$ cat src/hdl/enp_pkg.sv
// Shared widths, register codes and word types of the elastic-net proximal operator.
package enp_pkg;

	// Fixed-point format of coefficients, strength and step size.
	localparam int FRAC_BITS  = 16;
	localparam int COEF_W     = 32;
	localparam int PEN_W      = 63;
	localparam int STR_W      = 32;
	localparam int STEP_W     = 32;
	localparam int RATIO_W    = 17;
	localparam int RATIO_FRAC = 16;
	localparam int CFG_DATA_W = 32;
	localparam int REG_IDX_W  = 2;

	localparam logic [RATIO_W-1:0] RATIO_ONE = RATIO_W'(1) << RATIO_FRAC;
	localparam logic [STEP_W-1:0]  STEP_RESET = STEP_W'(1) << FRAC_BITS;

	// step_size * strength and its products with the ratio.
	localparam int SS_W     = STR_W + STEP_W;
	localparam int HALF_W   = 32;
	localparam int PP_W     = HALF_W + RATIO_W;
	localparam int PROD_W   = SS_W + RATIO_W;
	localparam int THR_SH   = FRAC_BITS + RATIO_FRAC;
	localparam int THR_RAW_W = PROD_W - THR_SH;
	localparam int THR_W    = 32;
	localparam int DEN_W    = THR_RAW_W + 1;

	// Squared coefficient magnitude and the quadratic penalty term.
	localparam int SQ_W     = 2 * COEF_W - 1;
	localparam int SQ_HI_W  = SQ_W - HALF_W;
	localparam int SQ_PA_W  = HALF_W + RATIO_W;
	localparam int SQ_PB_W  = SQ_HI_W + RATIO_W;
	localparam int SQ_P_W   = SQ_PB_W + HALF_W;
	localparam int PEN_SH   = FRAC_BITS + RATIO_FRAC + 1;
	localparam int L1_W     = COEF_W + RATIO_W;

	// Division: numerator (|x| - T) << FRAC_BITS, one quotient bit per cell.
	localparam int NUM_W    = COEF_W + FRAC_BITS;
	localparam int QUO_W    = COEF_W;
	localparam int REM_W    = DEN_W;

	typedef enum logic [REG_IDX_W-1:0] {
		REG_STRENGTH  = 2'd0,
		REG_MIX_RATIO = 2'd1,
		REG_STEP_SIZE = 2'd2,
		REG_POS_ONLY  = 2'd3
	} reg_idx_t;

	// Values derived from the configuration registers.
	typedef struct packed {
		logic [THR_W-1:0]   thr;
		logic [DEN_W-1:0]   den;
		logic [RATIO_W-1:0] ratio;
		logic [RATIO_W-1:0] ratio_c;
		logic               pos_only;
	} enp_params_t;

	// Word handed from one division cell to the next.
	typedef struct packed {
		logic             neg;
		logic [REM_W-1:0] rem;
		logic [QUO_W-1:0] work;
		logic [PEN_W-1:0] pen;
	} enp_word_t;

endpackage

$ cat src/hdl/enp_cell.sv
// One restoring-division cell: settles one quotient bit and passes the word on.
module enp_cell (
	input  logic                          clk,
	input  logic                          arst_n,
	input  logic [enp_pkg::DEN_W-1:0]     den,
	input  logic                          in_valid,
	input  enp_pkg::enp_word_t            in_word,
	output logic                          out_valid,
	output enp_pkg::enp_word_t            out_word
);
	import enp_pkg::*;

	logic             valid_q;
	enp_word_t        word_q;
	logic [REM_W:0]   trial;
	logic [REM_W:0]   diff;
	logic             ge;

	// Bring down the next dividend bit and try to subtract the divisor.
	assign trial = {in_word.rem, in_word.work[QUO_W-1]};
	assign ge    = trial >= {1'b0, den};
	assign diff  = trial - {1'b0, den};

	always_ff @(posedge clk or negedge arst_n) begin
		if (!arst_n) begin
			valid_q <= 1'b0;
		end else begin
			valid_q <= in_valid;
		end
	end

	always_ff @(posedge clk) begin
		word_q.neg  <= in_word.neg;
		word_q.pen  <= in_word.pen;
		word_q.rem  <= ge ? diff[REM_W-1:0] : trial[REM_W-1:0];
		word_q.work <= {in_word.work[QUO_W-2:0], ge};
	end

	assign out_valid = valid_q;
	assign out_word  = word_q;

endmodule

$ cat config.mk
export PLATFORM = sky130hd
export DESIGN_NAME = enp_cell
export DESIGN_NICKNAME = d
export VERILOG_FILES = /design/src/hdl/enp_pkg.sv /design/src/hdl/enp_cell.sv
export SDC_FILE = /design/constraint.sdc
export NUM_CORES = 1
export LEC_CHECK = 0
export BUFFER_PORTS_ARGS = -buffer_cell sky130_fd_sc_hd__buf_2
export CORE_MARGIN = 2
export CORE_UTILIZATION = 40
export CTS_CLUSTER_DIAMETER = 30
export DETAILED_ROUTE_END_ITERATION = 10
export PLACE_DENSITY = 0.8
export SLEW_MARGIN = 20
export SYNTH_ARGS = -nofsm -noshare
export SYNTH_HDL_FRONTEND = slang
export SYNTH_SLANG_ARGS = --single-unit
$ cat constraint.sdc
create_clock -name clk -period 0.8 [get_ports clk]
set_input_delay 0.16 -clock clk [delete_from_list [all_inputs] [get_ports clk]]
set_output_delay 0.16 -clock clk [all_outputs]
set_load 0.01 [all_outputs]
-- After elaboration in Yosys (flattened, before gate mapping)
Cells that the tools add are included.
- add/subtract/negate cells: 1
- multipliers: 0
- divide/modulo/power cells: 0
- order comparisons: 1
- eq/ne operators: 0
- shift-type cells: 0
- muxes and demuxes: 1
- bitwise logic cells: 0
- reductions and logical operators: 0
- operator list (cell ; number):
    51-bit by 50-bit >= comparator with 1-bit output ; 1
    50-bit 2-to-1 mux ; 1
    50-bit subtractor ; 1
- bits in registers: 147
- bits in latches: 0
- RAM bits: 0
- memory bits (read-only): 0
- bits of input ports: 199
- output and inout port bits: 147
- memories kept: 0

-- Depth between registers and ports, before layout
- word-level depth: 2
- depth in mapped cells: 14

-- Worst setup path before layout
OpenSTA, ideal clock, no wires.
- path kind: input to register
- start: input in_word[94] (netlist name)
- end: register word_q (netlist bit out_word[143])
- arrival time: 2532 ps
- setup slack: -1849 ps
- stages: 13
- path buffers: 0
- cell sequence: inv_1 > ha_1 > inv_1 > fa_1 > a211oi_1 > o211ai_1 > nand4_1 > a21oi_1 > or3_1 > a211o_2 > a211oi_2 > xor2_1 > o21ai_1
- longest elaborated chain between the ends: 2
- RTL lines (what ; line ; source):
    start, declared ; enp_cell.sv:7 ; input enp_pkg::enp_word_t in_word,
    50-bit subtractor / 51-bit by 50-bit >= comparator with 1-bit output (equally long branches) ; enp_cell.sv:22, enp_cell.sv:21 ;
    50-bit 2-to-1 mux * ; enp_cell.sv:35 ; word_q.rem <= ge ? diff[REM_W-1:0] : trial[REM_W-1:0];
    end, declared ; enp_cell.sv:14 ; enp_word_t word_q;
Every way passes the cells marked *; elsewhere a longest branch is shown, timed or not.

-- Worst setup path in the final report
- start: input den[19] (netlist name)
- end: register word_q (netlist bit out_word[120])
- longest elaborated chain between the ends: 2
- RTL lines (what ; line ; source):
    start, declared ; enp_cell.sv:5 ; input logic [enp_pkg::DEN_W-1:0] den,
    50-bit subtractor / 51-bit by 50-bit >= comparator with 1-bit output (equally long branches) ; enp_cell.sv:22, enp_cell.sv:21 ;
    50-bit 2-to-1 mux * ; enp_cell.sv:35 ;
Marks and branches as above.

==> metrics.csv <==
metric;value;unit
1st-iter DRT viols;969;
final std cells w/o fill;1654;
sw power;9550;uW
dpl hpwl;20500;um
Pwr Density;1880;mW/mm2
relative slew slack;59.9;%
drt drc;0;
top_reg_cell synth;dfxtp_1;
I/O pins;346;
RSZ-0062 raised after global routing;yes;
CTS max path bufs;2;
filler cell count in the final layout;641;
drt via density;5.87;
Yosys top cell area share;43.6;%
clock root cell;clkbuf_16;
routed wire length;42800;um
placed insts;1446;
setup_tns;-113.34;ns
final hold vios;0;
Area growth syn-to-layout;119;%
Leak;0.00684;uW
EDFF count, synth;0;
area leader, netlist;dfxtp_1;
global route overflow;0;
status;finished with violations;
Sw Ratio;34.6;%
Mapped Area;0.00670;mm2
CTS tree;yes;
total die area;0.0178;mm2
global-route wire length before repair;52400;um
vias after detailed routing;9714;
Initial Util;40.7;%
Cells after Synth;741;
post-synth net total;991;
Yosys cell types;71;
syn_area_per_cell;9.04;um2
clock sinks;147;
drt wl/cell;25.8;um
drt pass-1 iters;6;
Setup crit start;den[19];
Setup WS pre-CTS;-2.08;ns
Row Count;47;
Reg power frac;31.7;%
layout cells sized above 1;64.6;%
Final Worst Setup Slack;-1.70;ns
Clock Power Share;28.6;%
via count of the first global-routing pass;9508;
Layout Nets;1667;
CP Max Fanout;3;
Req. time, crit path;1.11;ns
Yosys reg bits;147;
Setup violations, final;198;
DIE HEIGHT;133;um
Hold Path Class;in -> reg;
synth warn;0;
worst vdd ir;0.00194;V
total power;27600;uW
Critical Path End Type;flip-flop;
Data arrival, critical path;2.81;ns
initial antenna violation count;7;
Tmin final;2.50;ns
worst-margin pin slew;0.596;ns
port bufs;345;
Die W;133;um
Clock transition at path regs;0.07;ns
crit path kind;in -> reg;
multi-input logic area;0.00479;mm2
sequential cell area;0.00309;mm2
DRT antenna net count;0;
Post-synth ARST share;0.680;%
largest net degree at the start of global routing;17;
cell-internal power;18000;uW
GPL Wtd Cong;0.932;
sequential share of the synthesized area;44.0;%
critical path launch point type;primary input;
synth top area cells;dfxtp_1 (44%), ha_1 (9.3%), o21ai_0 (5.2%), a21oi_1 (4.8%), nand2_1 (4.7%);
max cap viols;0;
Pins Over Slew Limit;0;
Gate power share;39.6;%
Core Footprint;0.0165;mm2
worst setup path end;out_word[120];
H-tree Lvls;4;
Max Freq;399;MHz
fin crit share;313;%
total CTS buffers;17;
failing checks;setup timing;
global router's overall resource usage;38.3;%
hold_ws;0.0174;ns
routing by layer:
layer	share of wire, %	global-route usage [%]
met5	0.089	0
met4	10	25.9
met3	10	11.3
met2	46	66.4
met1	33	40.2
layout make-up:
class | count | area share, %
Timing Repair Buffer | 682 | 38.5
Multi-Input combinational cell | 504 | 32.7
Sequential cell | 147 | 21.1
Clock buffer | 19 | 3.02
Inverter | 65 | 1.92
Tap cell | 220 | 1.88
Clock inverter | 13 | 0.819
Antenna cell | 4 | 0.0683
synth_stat cells (9+ instances only):
library cell and instances:
xnor2_1 22, nor3_1 9, clkbuf_1 10, inv_1 65, a21o_1 22, nor2_1 25
nand4_1 14, nand3_1 14, dfxtp_1 146, ha_1 50, o21bai_1 12, a21oi_1 64
o21ai_0 69, xor2_1 20, nand2_1 84
cell families (layout without fill, tap and decap cells):
logic type	after synthesis	count (layout)	share of synthesized area [%]
other cells	0	4	0
flops	147	147	44.0
fa+ha+maj	51	51	9.64
mux	6	6	1.05
xor+xnor	42	42	5.49
simple gates	189	189	13.9
compound gates	216	216	20.0
buf+inv	90	779	5.96
worst min-delay path by stage:
stage                            start  cells past startpoint             to
after floorplan                 arst_n                      0      out_valid
after detailed placement        arst_n                      1      out_valid
final                     in_word[106]                      3  out_word[107]
after global routing      in_word[107]                      2  out_word[108]
after global placement          arst_n                      1      out_valid
after CTS                 in_word[120]                      3  out_word[121]
through the flow:
| step | cell area, um2 | utilization, % |
|---|---|---|
| global placement | 10100 | 61.2 |
| detailed placement | 10100 | 61.2 |
| floorplan | 6980 | - |
| finish | 14700 | 89.0 |
| global route | 14700 | 89.0 |
| CTS | 13700 | 83.3 |
power groups by stage:
stage / clock, uW / sequential, uW / combinational (uW)
2_1_floorplan: 0 / 8970 / 2900
3_3_place_gp: 0 / 8520 / 6340
5_1_grt: 8100 / 8760 / 11200
6_report: 7900 / 8740 / 10900
3_5_place_dp: 0 / 8520 / 6470
4_1_cts: 7710 / 8510 / 8800
flip-flops by register name, indices dropped and copies added, names as in the netlist:
register,flops
out_valid,1
out_word,146
worst max-delay path, stage by stage:
cell,delay (ns)
buf_6,0.09
inv_2,0.06
ha_4,0.20
buf_6,0.12
nand2_4,0.07
buf_4,0.13
buf_4,0.12
o21ai_0,0.14
a21oi_1,0.26
nand2_1,0.16
or2_2,0.39
buf_4,0.18
a21oi_1,0.30
xnor2_1,0.31
o21ai_4,0.11
cells in the final DEF (no fill, tap or decap), types with 12 or more instances in the layout:
master and n:
a21o_1 22, nand4_1 14, dfxtp_2 110, o21ai_1 16, nor2_1 19, buf_4 178, xor2_1 19, nand2_1 42
buf_2 225, xnor2_1 20, dfxtp_1 35, o21ai_2 38, nand2_2 13, nand2_4 28, nand3_1 12, inv_2 14
clkbuf_16 18, inv_1 43, dlygate4sd3_1 131, o21ai_0 16, a21oi_2 13, a21oi_1 44, buf_6 127, ha_4 41
what timing repair did:
action                     in CTS  in global routing
hold buffers                  130                  1
resized for setup             356                227
pin swaps                      76                 55
gates cloned                    7                  1
hold endpoints to repair      130                  1
buffers inserted               32                  8
setup endpoints to repair     198                198
(Power assumes the default switching activity.)
